**src/hdl/ps2mct_pkg.sv**
```systemverilog
`default_nettype none
// ----------------------------------------------------------------------------
// ps2mct_pkg
// shared types and constants of the ps/2 mouse cursor tracker
// ----------------------------------------------------------------------------
package ps2mct_pkg;

  // header byte layout
  localparam logic [7:0] SYNC_MASK  = 8'hC8;
  localparam logic [7:0] SYNC_VALUE = 8'h08;
  localparam int unsigned BTN_LEFT   = 0;
  localparam int unsigned BTN_RIGHT  = 1;
  localparam int unsigned BTN_MIDDLE = 2;
  localparam int unsigned X_SIGN     = 4;
  localparam int unsigned Y_SIGN     = 5;

  // event codes
  localparam logic [2:0] EV_MOVE   = 3'd0;
  localparam logic [2:0] EV_LEFT   = 3'd1;
  localparam logic [2:0] EV_DOUBLE = 3'd2;
  localparam logic [2:0] EV_RIGHT  = 3'd3;
  localparam logic [2:0] EV_MIDDLE = 3'd4;

  // configuration register indexes
  localparam logic [2:0] CFG_SCREEN_W = 3'd0;
  localparam logic [2:0] CFG_SCREEN_H = 3'd1;
  localparam logic [2:0] CFG_CURSOR_W = 3'd2;
  localparam logic [2:0] CFG_CURSOR_H = 3'd3;
  localparam logic [2:0] CFG_DCLICK   = 3'd4;

  // reset values
  localparam logic [11:0] SCREEN_W_RST = 12'd1024;
  localparam logic [11:0] SCREEN_H_RST = 12'd768;
  localparam logic [5:0]  CURSOR_W_RST = 6'd15;
  localparam logic [5:0]  CURSOR_H_RST = 6'd18;
  localparam logic [15:0] DCLICK_RST   = 16'd50;
  localparam logic [11:0] CURSOR_POS_RST = 12'd16;

  // packet completion handed to the event decoder
  typedef struct packed {
    logic        strobe;
    logic [2:0]  buttons;
    logic [31:0] tick;
  } ev_req_t;

endpackage
`default_nettype wire

```
**src/hdl/ps2_mouse_cursor_tracker.sv**
```systemverilog
`default_nettype none
// ----------------------------------------------------------------------------
// ps2_mouse_cursor_tracker
// decodes three-byte ps/2 mouse packets into cursor position and click events
// ----------------------------------------------------------------------------
//
//  channel | direction | handshake              | payload
//  --------+-----------+------------------------+----------------------------------
//  in      | sink      | in_valid / in_ready    | rx_byte, tick_now
//  out     | source    | out_valid / out_ready  | event_kind, pointer_x, pointer_y,
//          |           |                        | button_bits
//  cfg     | sink      | cfg_valid / cfg_ready  | cfg_index, cfg_data
//
//  one byte per cycle while in_ready is high: each request is held in the input
//  register, and the third byte of a packet moves on from there into the output
//  register; out_valid rises once that third byte is loaded into the output register
//  a waiting result stalls only a third byte behind it; header and x bytes
//  still drain, so in_ready drops only while a third byte sits in the input
//  register and the output register is full and not being read
//  synchronous reset clears phase and click tracking, sets cursor (16,16) and config
//  cfg_ready is always high; writes to unknown indexes are dropped
//
module ps2_mouse_cursor_tracker import ps2mct_pkg::*; (
  input  wire logic        clk,
  input  wire logic        rst,
  // byte stream from the mouse
  input  wire logic        in_valid,
  output logic             in_ready,
  input  wire logic [7:0]  rx_byte,
  input  wire logic [31:0] tick_now,
  // event stream
  output logic             out_valid,
  input  wire logic        out_ready,
  output logic [2:0]       event_kind,
  output logic [11:0]      pointer_x,
  output logic [11:0]      pointer_y,
  output logic [2:0]       button_bits,
  // configuration writes
  input  wire logic        cfg_valid,
  output logic             cfg_ready,
  input  wire logic [2:0]  cfg_index,
  input  wire logic [15:0] cfg_data
);

  typedef enum logic [1:0] {
    PH_HEADER = 2'd0,
    PH_X      = 2'd1,
    PH_Y      = 2'd2
  } phase_t;

  // configuration
  logic [11:0] disp_width;
  logic [11:0] disp_height;
  logic [5:0]  cursor_width;
  logic [5:0]  cursor_height;
  logic [15:0] double_click_ticks;

  // input register
  logic        s1_valid;
  logic [7:0]  s1_byte;
  logic [31:0] s1_tick;

  // packet state
  phase_t      phase;
  logic [7:0]  header_byte;
  logic [7:0]  x_byte;
  logic [11:0] cursor_x;
  logic [11:0] cursor_y;

  logic              out_free;
  logic              s1_is_y;
  logic              s1_fire;
  logic              done;
  logic signed [9:0] dx;
  logic signed [9:0] dy;
  logic [11:0]       x_next;
  logic [11:0]       y_next;
  logic [2:0]        kind;
  ev_req_t           ev_req;

  assign cfg_ready = 1'b1;

  // a third byte needs the output register; other bytes always move on
  assign out_free = !out_valid || out_ready;
  assign s1_is_y  = (phase == PH_Y);
  assign s1_fire  = s1_valid && (!s1_is_y || out_free);
  assign done     = s1_fire && s1_is_y;
  assign in_ready = !s1_valid || s1_fire;

  // nine-bit deltas from header sign bits, y axis inverted
  assign dx = $signed({header_byte[X_SIGN], header_byte[X_SIGN], x_byte});
  assign dy = -$signed({header_byte[Y_SIGN], header_byte[Y_SIGN], s1_byte});

  assign ev_req.strobe  = done;
  assign ev_req.buttons = header_byte[2:0];
  assign ev_req.tick    = s1_tick;

  ps2mct_axis u_axis_x (
    .pos    (cursor_x),
    .delta  (dx),
    .screen (disp_width),
    .size   (cursor_width),
    .result (x_next)
  );

  ps2mct_axis u_axis_y (
    .pos    (cursor_y),
    .delta  (dy),
    .screen (disp_height),
    .size   (cursor_height),
    .result (y_next)
  );

  ps2mct_event u_event (
    .clk  (clk),
    .rst  (rst),
    .req  (ev_req),
    .gap  (double_click_ticks),
    .kind (kind)
  );

  // configuration registers
  always_ff @(posedge clk) begin
    if (rst) begin
      disp_width         <= SCREEN_W_RST;
      disp_height        <= SCREEN_H_RST;
      cursor_width       <= CURSOR_W_RST;
      cursor_height      <= CURSOR_H_RST;
      double_click_ticks <= DCLICK_RST;
    end else if (cfg_valid) begin
      case (cfg_index)
        CFG_SCREEN_W: disp_width         <= cfg_data[11:0];
        CFG_SCREEN_H: disp_height        <= cfg_data[11:0];
        CFG_CURSOR_W: cursor_width       <= cfg_data[5:0];
        CFG_CURSOR_H: cursor_height      <= cfg_data[5:0];
        CFG_DCLICK:   double_click_ticks <= cfg_data;
        default: ;
      endcase
    end
  end

  // input register
  always_ff @(posedge clk) begin
    if (rst) begin
      s1_valid <= 1'b0;
    end else if (in_ready) begin
      s1_valid <= in_valid;
    end
    if (in_ready && in_valid) begin
      s1_byte <= rx_byte;
      s1_tick <= tick_now;
    end
  end

  // packet phase, cursor and output register
  always_ff @(posedge clk) begin
    if (rst) begin
      phase       <= PH_HEADER;
      header_byte <= 8'd0;
      x_byte      <= 8'd0;
      cursor_x    <= CURSOR_POS_RST;
      cursor_y    <= CURSOR_POS_RST;
      out_valid   <= 1'b0;
    end else begin
      if (s1_fire) begin
        case (phase)
          PH_X: begin
            x_byte <= s1_byte;
            phase  <= PH_Y;
          end
          PH_Y: begin
            phase    <= PH_HEADER;
            cursor_x <= x_next;
            cursor_y <= y_next;
          end
          default: begin
            // hunt for a header byte
            if ((s1_byte & SYNC_MASK) == SYNC_VALUE) begin
              header_byte <= s1_byte;
              phase       <= PH_X;
            end else begin
              phase <= PH_HEADER;
            end
          end
        endcase
      end
      if (done) begin
        out_valid <= 1'b1;
      end else if (out_ready) begin
        out_valid <= 1'b0;
      end
    end
    if (done) begin
      event_kind  <= kind;
      pointer_x   <= x_next;
      pointer_y   <= y_next;
      button_bits <= header_byte[2:0];
    end
  end

  a_done_loads: assert property (@(posedge clk) disable iff (rst)
    done |=> out_valid && pointer_x == cursor_x && pointer_y == cursor_y)
    else $error("completed packet did not reach the output register");

  a_cursor_hold: assert property (@(posedge clk) disable iff (rst)
    !done |=> $stable(cursor_x) && $stable(cursor_y))
    else $error("cursor moved without a completed packet");

  a_x_bound: assert property (@(posedge clk) disable iff (rst)
    out_valid |-> (pointer_x == 12'd0) ||
      ({1'b0, pointer_x} + {7'b0, cursor_width} <= {1'b0, disp_width}))
    else $error("pointer x past right edge");

  a_y_bound: assert property (@(posedge clk) disable iff (rst)
    out_valid |-> (pointer_y == 12'd0) ||
      ({1'b0, pointer_y} + {7'b0, cursor_height} <= {1'b0, disp_height}))
    else $error("pointer y past bottom edge");

endmodule
`default_nettype wire

```
**src/hdl/ps2mct_axis.sv**
```systemverilog
`default_nettype none
// ----------------------------------------------------------------------------
// ps2mct_axis
// moves one cursor coordinate by a signed delta and clamps it to the screen
// ----------------------------------------------------------------------------
module ps2mct_axis import ps2mct_pkg::*; (
  input  wire logic [11:0]       pos,
  input  wire logic signed [9:0] delta,
  input  wire logic [11:0]       screen,
  input  wire logic [5:0]        size,
  output logic [11:0]            result
);

  logic signed [13:0] p_sum;
  logic signed [13:0] p_lo;
  logic signed [13:0] reach;
  logic signed [13:0] lim;
  logic               over;

  always_comb begin
    p_sum  = $signed({2'b00, pos}) + $signed({{4{delta[9]}}, delta});
    // left / top edge
    p_lo   = p_sum[13] ? 14'sd0 : p_sum;
    reach  = p_lo + $signed({8'b0, size});
    over   = reach > $signed({2'b00, screen});
    // right / bottom edge, floored at zero
    lim    = $signed({2'b00, screen}) - $signed({8'b0, size}) - 14'sd1;
    if (over) begin
      result = lim[13] ? 12'd0 : lim[11:0];
    end else begin
      result = p_lo[11:0];
    end
  end

endmodule
`default_nettype wire

```
**src/hdl/ps2mct_event.sv**
```systemverilog
`default_nettype none
// ----------------------------------------------------------------------------
// ps2mct_event
// button precedence and double click tracking for one completed packet
// ----------------------------------------------------------------------------
module ps2mct_event import ps2mct_pkg::*; (
  input  wire logic        clk,
  input  wire logic        rst,
  input  wire ev_req_t     req,
  input  wire logic [15:0] gap,
  output logic [2:0]       kind
);

  logic        click_pending;
  logic [31:0] first_click_tick;
  logic [31:0] elapsed;
  logic        left;

  assign left    = req.buttons[BTN_LEFT];
  assign elapsed = req.tick - first_click_tick;

  always_comb begin
    kind = EV_MOVE;
    if (left) begin
      kind = (click_pending && (elapsed < {16'b0, gap})) ? EV_DOUBLE : EV_LEFT;
    end
    if (req.buttons[BTN_RIGHT]) begin
      kind = EV_RIGHT;
    end
    if (req.buttons[BTN_MIDDLE]) begin
      kind = EV_MIDDLE;
    end
  end

  // pending flag toggles on every left-pressed packet
  always_ff @(posedge clk) begin
    if (rst) begin
      click_pending    <= 1'b0;
      first_click_tick <= 32'd0;
    end else if (req.strobe && left) begin
      click_pending <= !click_pending;
      if (!click_pending) begin
        first_click_tick <= req.tick;
      end
    end
  end

  a_pending_hold: assert property (@(posedge clk) disable iff (rst)
    !(req.strobe && left) |=> $stable(click_pending))
    else $error("click pending changed without a left packet");

  a_first_tick: assert property (@(posedge clk) disable iff (rst)
    req.strobe && left && !click_pending |=> first_click_tick == $past(req.tick))
    else $error("first click tick not captured");

endmodule
`default_nettype wire

```
**config.mk**
```make
export PLATFORM = sky130hd
export DESIGN_NAME = ps2_mouse_cursor_tracker
export DESIGN_NICKNAME = d
export VERILOG_FILES = /design/src/hdl/ps2mct_pkg.sv /design/src/hdl/ps2_mouse_cursor_tracker.sv /design/src/hdl/ps2mct_axis.sv /design/src/hdl/ps2mct_event.sv
export SDC_FILE = /design/constraint.sdc
export NUM_CORES = 1
export LEC_CHECK = 0
export BUFFER_PORTS_ARGS = -buffer_cell sky130_fd_sc_hd__buf_2
export CAP_MARGIN = 15
export CORE_MARGIN = 1
export CORE_UTILIZATION = 25
export CTS_CLUSTER_DIAMETER = 120
export CTS_CLUSTER_SIZE = 40
export DETAILED_ROUTE_END_ITERATION = 8
export PLACE_DENSITY = 0.43
export SLEW_MARGIN = 20
export SYNTH_ARGS = -nofsm -noshare
export SYNTH_HDL_FRONTEND = slang
export SYNTH_SLANG_ARGS = --single-unit
export TNS_END_PERCENT = 10
```
**constraint.sdc**
```tcl
create_clock -name clk -period 5.7 [get_ports clk]
set_clock_uncertainty 0.15 [all_clocks]
set_input_delay 1.14 -clock clk [delete_from_list [all_inputs] [get_ports clk]]
set_output_delay 1.14 -clock clk [all_outputs]
set_load 0.02 [all_outputs]
```
Word level (Yosys, flattened, before mapping)
Index checks and enable logic that the tools add are counted.
{"block": "word_totals", "in_bits": 64, "register_bits": 197, "output_inout_bits": 33}
{"block": "op_classes", "order_cmp": 3, "n_mux": 13, "reduce_logical": 24, "eq_ne": 7, "bitwise_logic": 2, "add_sub_neg": 10}
{"operator": "$mux W12", "count": 4}
{"operator": "$lt A32 B16 Y1", "count": 1}
{"operator": "$sub A32 B32 Y32", "count": 1}
{"operator": "$add A14 B7 Y14", "count": 2}
{"operator": "$gt A14 B13 Y1", "count": 2}
{"operator": "$sub A14 B2 Y14 const B", "count": 2}
{"operator": "$mux W13", "count": 2}
{"operator": "$sub A12 B6 Y13", "count": 2}
{"operator": "$reduce_and A2 Y1", "count": 8}
{"operator": "$add A13 B10 Y14", "count": 1}
{"operator": "$add A13 B9 Y14", "count": 1}
{"operator": "$neg A9 Y10", "count": 1}
{"operator": "$eq A3 B1 Y1 const B", "count": 2}
{"operator": "$eq A3 B2 Y1 const B", "count": 2}
{"operator": "$mux W2", "count": 3}
{"operator": "$logic_and A1 B1 Y1", "count": 5}
{"operator": "$logic_not A1 Y1", "count": 4}
{"operator": "$pmux W2 S2", "count": 1}
{"operator": "$eq A3 B3 Y1 const B", "count": 1}
{"operator": "$logic_not A3 Y1", "count": 1}
{"operator": "$logic_or A1 B1 Y1", "count": 3}
{"operator": "$mux W1", "count": 3}
{"operator": "$reduce_and A3 Y1", "count": 1}
{"operator": "$eq A2 B1 Y1 const B", "count": 1}
{"operator": "other kinds (4)", "count": 5}

Depth between registers and ports, before layout
{"block": "depth", "ltp_word": 7, "mapped_depth": 32}

Hierarchy
A second synthesis with hierarchy kept.
{"block": "unflattened", "hier_cells": 1658, "hier_area_um2": 14004.7}
{"mod": "ps2_mouse_cursor_tracker", "area_per_inst_um2": 5785.5, "n_inst": 1, "cells_per_inst": 508}
{"mod": "ps2mct_event", "area_per_inst_um2": 3579.7, "n_inst": 1, "cells_per_inst": 519}
{"mod": "ps2mct_axis at u_axis_x", "area_per_inst_um2": 2338.5, "n_inst": 1, "cells_per_inst": 316}
{"mod": "ps2mct_axis at u_axis_y", "area_per_inst_um2": 2301.0, "n_inst": 1, "cells_per_inst": 315}

Worst setup path before layout
No wires, ideal clock.
{"block": "synth_path", "kind": "reg-to-reg", "from": "reg header_byte[5]", "to": "reg cursor_y[1]", "synth_period_minus_slack_ns": 6.055, "path_slack_ns": -0.355, "t_required_ns": 5.435, "path_buffers": 4, "arrival_ns": 5.791, "setup_ns": 0.115, "path_stages_with_launch": 30, "cell_sequence": "dfxtp_1 -> inv_1 -> ha_1 -> buf_2 -> a21oi_1 -> o21ai_0 -> o31a_1 -> and2_1 -> buf_6 -> clkbuf_1 -> a211o_1 -> inv_1 -> ha_1 -> o21ai_0 -> o21bai_1 -> a21oi_1 -> or3_1 -> nor4_1 -> xor2_1 -> nor2_1 -> ha_1 -> nand4_1 -> a211oi_1 -> a22oi_1 -> a211oi_1 -> o31ai_1 -> a31oi_2 -> buf_6 -> mux2_4 -> o21a_1"}
{"block": "synth_between", "elab_chain_len": 6}
{"element": "from (decl)", "line_no": "ps2_mouse_cursor_tracker.sv:65", "source": "logic [7:0] header_byte;"}
{"element": "from (signal assigned)", "line_no": "ps2_mouse_cursor_tracker.sv:179", "source": "header_byte <= s1_byte;"}
{"element": "$neg A9 Y10 (*)", "line_no": "ps2_mouse_cursor_tracker.sv:92", "source": "assign dy = -$signed({header_byte[Y_SIGN], header_byte[Y_SIGN], s1_byte});"}
{"element": "$add A13 B10 Y14 (*)", "line_no": "ps2mct_axis.sv:21", "source": "p_sum = $signed({2'b00, pos}) + $signed({{4{delta[9]}}, delta});"}
{"element": "$mux W13 (*)", "line_no": "ps2mct_axis.sv:23", "source": "p_lo = p_sum[13] ? 14'sd0 : p_sum;"}
{"element": "$add A14 B7 Y14", "line_no": "ps2mct_axis.sv:24", "source": "reach = p_lo + $signed({8'b0, size});"}
{"element": "$gt A14 B13 Y1", "line_no": "ps2mct_axis.sv:25", "source": "over = reach > $signed({2'b00, screen});"}
{"element": "$mux W12 (*)", "line_no": "ps2mct_axis.sv:28", "source": "if (over) begin"}
{"element": "net u_axis_y.result[1]", "line_no": "ps2mct_axis.sv:11", "source": "output logic [11:0] result"}
{"element": "to (signal assigned)", "line_no": "ps2_mouse_cursor_tracker.sv:174", "source": "cursor_y <= y_next;"}
{"element": "to (decl)", "line_no": "ps2_mouse_cursor_tracker.sv:68", "source": "logic [11:0] cursor_y;"}
The timed path passes the listed nets; every way through them passes the cells marked *.
A chain may end at the register's enable or synchronous reset.

Worst setup path after layout
{"block": "layout_path", "from": "reg s1_byte[6]", "to": "reg cursor_y[2]"}
{"block": "layout_between", "elab_chain_len": 6}
{"element": "from (decl)", "line_no": "ps2_mouse_cursor_tracker.sv:60", "source": "logic [7:0] s1_byte;"}
{"element": "from (signal assigned)", "line_no": "ps2_mouse_cursor_tracker.sv:150", "source": "s1_byte <= rx_byte;"}
{"element": "$neg A9 Y10 (*)", "line_no": "ps2_mouse_cursor_tracker.sv:92"}
{"element": "$add A13 B10 Y14 (*)", "line_no": "ps2mct_axis.sv:21"}
{"element": "$mux W13 (*)", "line_no": "ps2mct_axis.sv:23"}
{"element": "$add A14 B7 Y14", "line_no": "ps2mct_axis.sv:24"}
{"element": "$gt A14 B13 Y1", "line_no": "ps2mct_axis.sv:25"}
{"element": "$mux W12 (*)", "line_no": "ps2mct_axis.sv:28"}
{"element": "net u_axis_y.result[2]", "line_no": "ps2mct_axis.sv:11"}
Marks and branches as above.

==> flow_metrics.py <==
metrics = {
    "cts": {
        "cts_made_buffers": 17,
        "clock_sinks": 196,
        "cts_root_buffer": "clkbuf_16",
        "clockBufferDepth": 2,
        "insertion_delay_ps": 500,
        "cts_tree": "built",
        "clkTransAtPathRegs_ps": 80,
        "htreeDepth": 4,
    },
    "status": {
        "status": "complete, but fails checks",
        "violations": "negative setup slack",
    },
    "placed_design": {
        "hpwl_um": 34280,
        "placed_area_um2": 15880,
        "gp_congestion": 0.9156,
        "portBuffers": 95,
    },
    "sta": {
        "rsz0062_at_grt": "yes",
        "worst_pin_slew_ps": 928.9,
        "hold_viol_final": 0,
        "setup-tns-final_ps": -634.6,
        "period_share_pct": 101.6,
        "fmaxAchievable_ghz": 0.1727,
        "period_needed_ps": 5789,
        "slew_headroom_pct": 38.07,
        "maxSlewViolCount": 0,
        "setup_viol": 12,
        "hold-worst-slack_ps": 304.4,
        "layout_setup_ws_ps": -88.73,
    },
    "die": {
        "core_area_um2": 54130,
        "dieArea_um2": 56060,
        "io_pins": 97,
        "die_w_um": 236.8,
        "fp.dieH_um": 236.8,
        "start_util_pct": 25.45,
        "rows": 85,
    },
    "synthesis": {
        "synth_area_leader_cell": "dfxtp_1",
        "netlist_area_um2": 13780,
        "synth-async-reset-ratio_pct": 0,
        "syn_inst": 1651,
        "ys_seq_area_share_pct": 33.56,
        "synth_seq_cells": 196,
        "synth.avg_cell_area_um2": 8.345,
        "synth_nets": 1846,
        "ys_top_cells_by_area": "dfxtp_1 (18%), edfxtp_1 (15%), ha_1 (11%)",
        "synth_warnings": 0,
        "synth-edff-count": 70,
        "synth.distinct_cells": 91,
        "yosys.area.top_type_share_pct": 18.31,
        "synth-main-ff-cell": "dfxtp_1",
    },
    "grt": {
        "grt_max_degree": 67,
        "use_met2_pct": 24.96,
        "met1_usage_pct": 21.05,
        "grt_pass1_vias": 12097,
        "busiest_layer": "met2",
        "overflow": 0,
        "grt_pass1_wl_um": 67720,
        "grt_use_total_pct": 15.67,
        "grt_use_met3_pct": 2.635,
        "antenna_found_initial": 3,
    },
    "pwr": {
        "p_leak_uw": 0.006706,
        "ir_worst_vdd_uv": 197.5,
        "power.density_nw_per_um2": 207.4,
    },
    "min_path": {
        "hold_depth": 2,
        "hp-class": "flop to flop",
    },
    "route": {
        "wirelength_um": 43150,
        "drt-vias-per-instance": 4.818,
        "drtIter0Drc": 708,
        "drt.antenna.violating_nets": 0,
        "first_pass_iters": 5,
        "vias": 12334,
        "wl_per_cell_um": 16.86,
        "drc": 0,
    },
    "critical_path": {
        "crit_top_cell": "buf_6",
        "criticalPathCategory": "flop to flop",
        "max_stage_delay_ps": 410,
        "critPathSlowestCell": "edfxtp_1",
        "crit_fanout": 5,
        "worstPathRequired_ps": 5940,
        "critPathArrivalTime_ps": 6030,
        "start_kind": "flop",
        "cp-end-kind": "flop",
        "cp.depth": 27,
        "cp_num_buf_inv": 4,
        "path_delay_family": "compound AO/OA/AOI/OAI gates",
        "rr_worst_depth": 27,
    },
    "cells_and_area": {
        "final_area_um2": 17030,
        "drive_gt1_share_pct": 21.42,
        "area_growth_pct": 23.59,
        "reg_top3": "s1_tick: 32 flops, u_event.first_click_tick: 32 flops, double_click_ticks: 16 flops",
        "final_nets": 2045,
    },
    "run": {
        "drv_cap": 0,
    },
}
[synthesized netlist by cell type (8+ instances only)]
library cell / count
or2_2: 8
nand3_1: 44
a211oi_1: 19
mux2i_1: 17
a31oi_1: 15
nand4_1: 12
nand3b_1: 9
o22ai_1: 8
nand2_1: 257
a21o_1: 24
xnor2_1: 49
o211ai_1: 13
clkbuf_1: 54
nand2b_1: 18
a211o_1: 12
edfxtp_1: 70
nor3_1: 42
inv_1: 141
dfxtp_1: 126
xor2_1: 29
or3_1: 14
and3_1: 10
nor2_1: 104
ha_1: 124
nor4_1: 11
a21oi_1: 164
o21a_1: 19
nor4_2: 8
o31a_1: 8
and2_1: 10
o21ai_0: 48
nor2b_1: 18
[final timing paths]
| check | endpoint | slack (ps) | from |
|---|---|---|---|
| max | cursor_y[2]$_SDFFE_PP0P_ | -90 | s1_byte[6]$_DFFE_PP_ |
| max reg2reg | cursor_y[2]$_SDFFE_PP0P_ | -90 | s1_byte[6]$_DFFE_PP_ |
| min reg2reg | u_event.first_click_tick[6]$_SDFFE_PP0P_ | 300 | u_event.first_click_tick[6]$_SDFFE_PP0P_ |
| min | u_event.first_click_tick[6]$_SDFFE_PP0P_ | 300 | u_event.first_click_tick[6]$_SDFFE_PP0P_ |
[per-layer routing]
layer,vias up,routed length [um]
met5,-,0
met4,0,1096
met3,49,1323
met2,181,19610
met1,5829,21120
li1,6275,-
[kinds of logic after synthesis]
family	share of synthesized area, %
AND/OR/NAND/NOR	20.85
AO/OA/AOI/OAI	20.56
buffers and inverters	6.030
flip-flops	33.56
adder cells (fa/ha/maj)	12.28
XOR/XNOR	5.076
multiplexers	1.616
other	0.02722
[report_power, final]
| group | internal (uW) | switching (uW) | total, uW |
|---|---|---|---|
| clock | 675 | 655 | 1330 |
| combinational | 294 | 393 | 687 |
| sequential | 1490 | 27.8 | 1510 |
| total | 2450 | 1080 | 3530 |
[metrics by stage]
stage	instances	util, %	setup WS, ps	power (uW)
4_1_cts	2555	31.19	-107.4	3563
2_1_floorplan	1651	-	-5.279	1964
5_1_grt	2559	31.45	-373.9	3703
6_report	2560	31.46	-88.73	3531
3_5_place_dp	2506	29.34	-408.6	2185
3_3_place_gp	2506	29.34	-243.6	2180
[area by class of cell]
cell class / instances / area [um^2]
Fill cell: 5706 / 37100
Multi-Input combinational cell: 1248 / 8708
Sequential cell: 196 / 4627
Timing Repair Buffer: 246 / 1650
Tap cell: 696 / 870.8
Inverter: 141 / 529.3
Clock buffer: 17 / 425.4
Clock inverter: 15 / 215.2
Antenna cell: 1 / 2.502
[worst reg2reg max path, cell delays in order (launching register included)]
cell       delay (ps)
edfxtp_1          410
inv_2             100
ha_4              220
a2111oi_4         380
a21oi_2           130
o31a_1            270
and2_4            170
buf_6             130
a211oi_4          240
ha_1              210
o21ai_2            80
o21bai_1          170
a21oi_2            80
or3_4             400
buf_6             130
nor4_4            130
xor2_1            170
nor2_1             80
ha_1              290
nand4_1           160
a211oi_2          210
a22oi_2            80
a211oi_2          310
o31ai_1           120
a31oi_2           230
buf_6             170
mux2_4            310
o21a_1            160
[placed cells by master (no fill, tap or decap), types with 10 or more instances in the layout]
master,Yosys,layout
clkbuf_16,0,17
buf_2,4,94
nor2_1,104,100
xnor2_1,49,48
mux2i_1,17,14
xor2_1,29,29
nand4_1,12,12
o21ai_0,48,39
buf_4,2,144
a21oi_1,164,159
o211ai_1,13,13
nand3_1,44,42
nor3_1,42,40
nand2b_1,18,17
o21a_1,19,18
nand2_1,257,255
inv_1,141,135
nor2b_1,18,17
nor4_2,8,10
or3_1,14,11
and3_1,10,10
edfxtp_1,70,70
a211oi_1,19,11
dfxtp_1,126,124
a21o_1,24,24
a31oi_1,15,13
ha_1,124,116
a211o_1,12,12
[what timing repair did]
item                       4_1_cts  5_1_grt
hold endpoints to repair         0        0
pin swaps                       32       13
setup buffers                   17        4
hold buffers                     0        0
gates resized for setup         58       23
setup endpoints to repair       26       48
(Power assumes the default switching activity.)
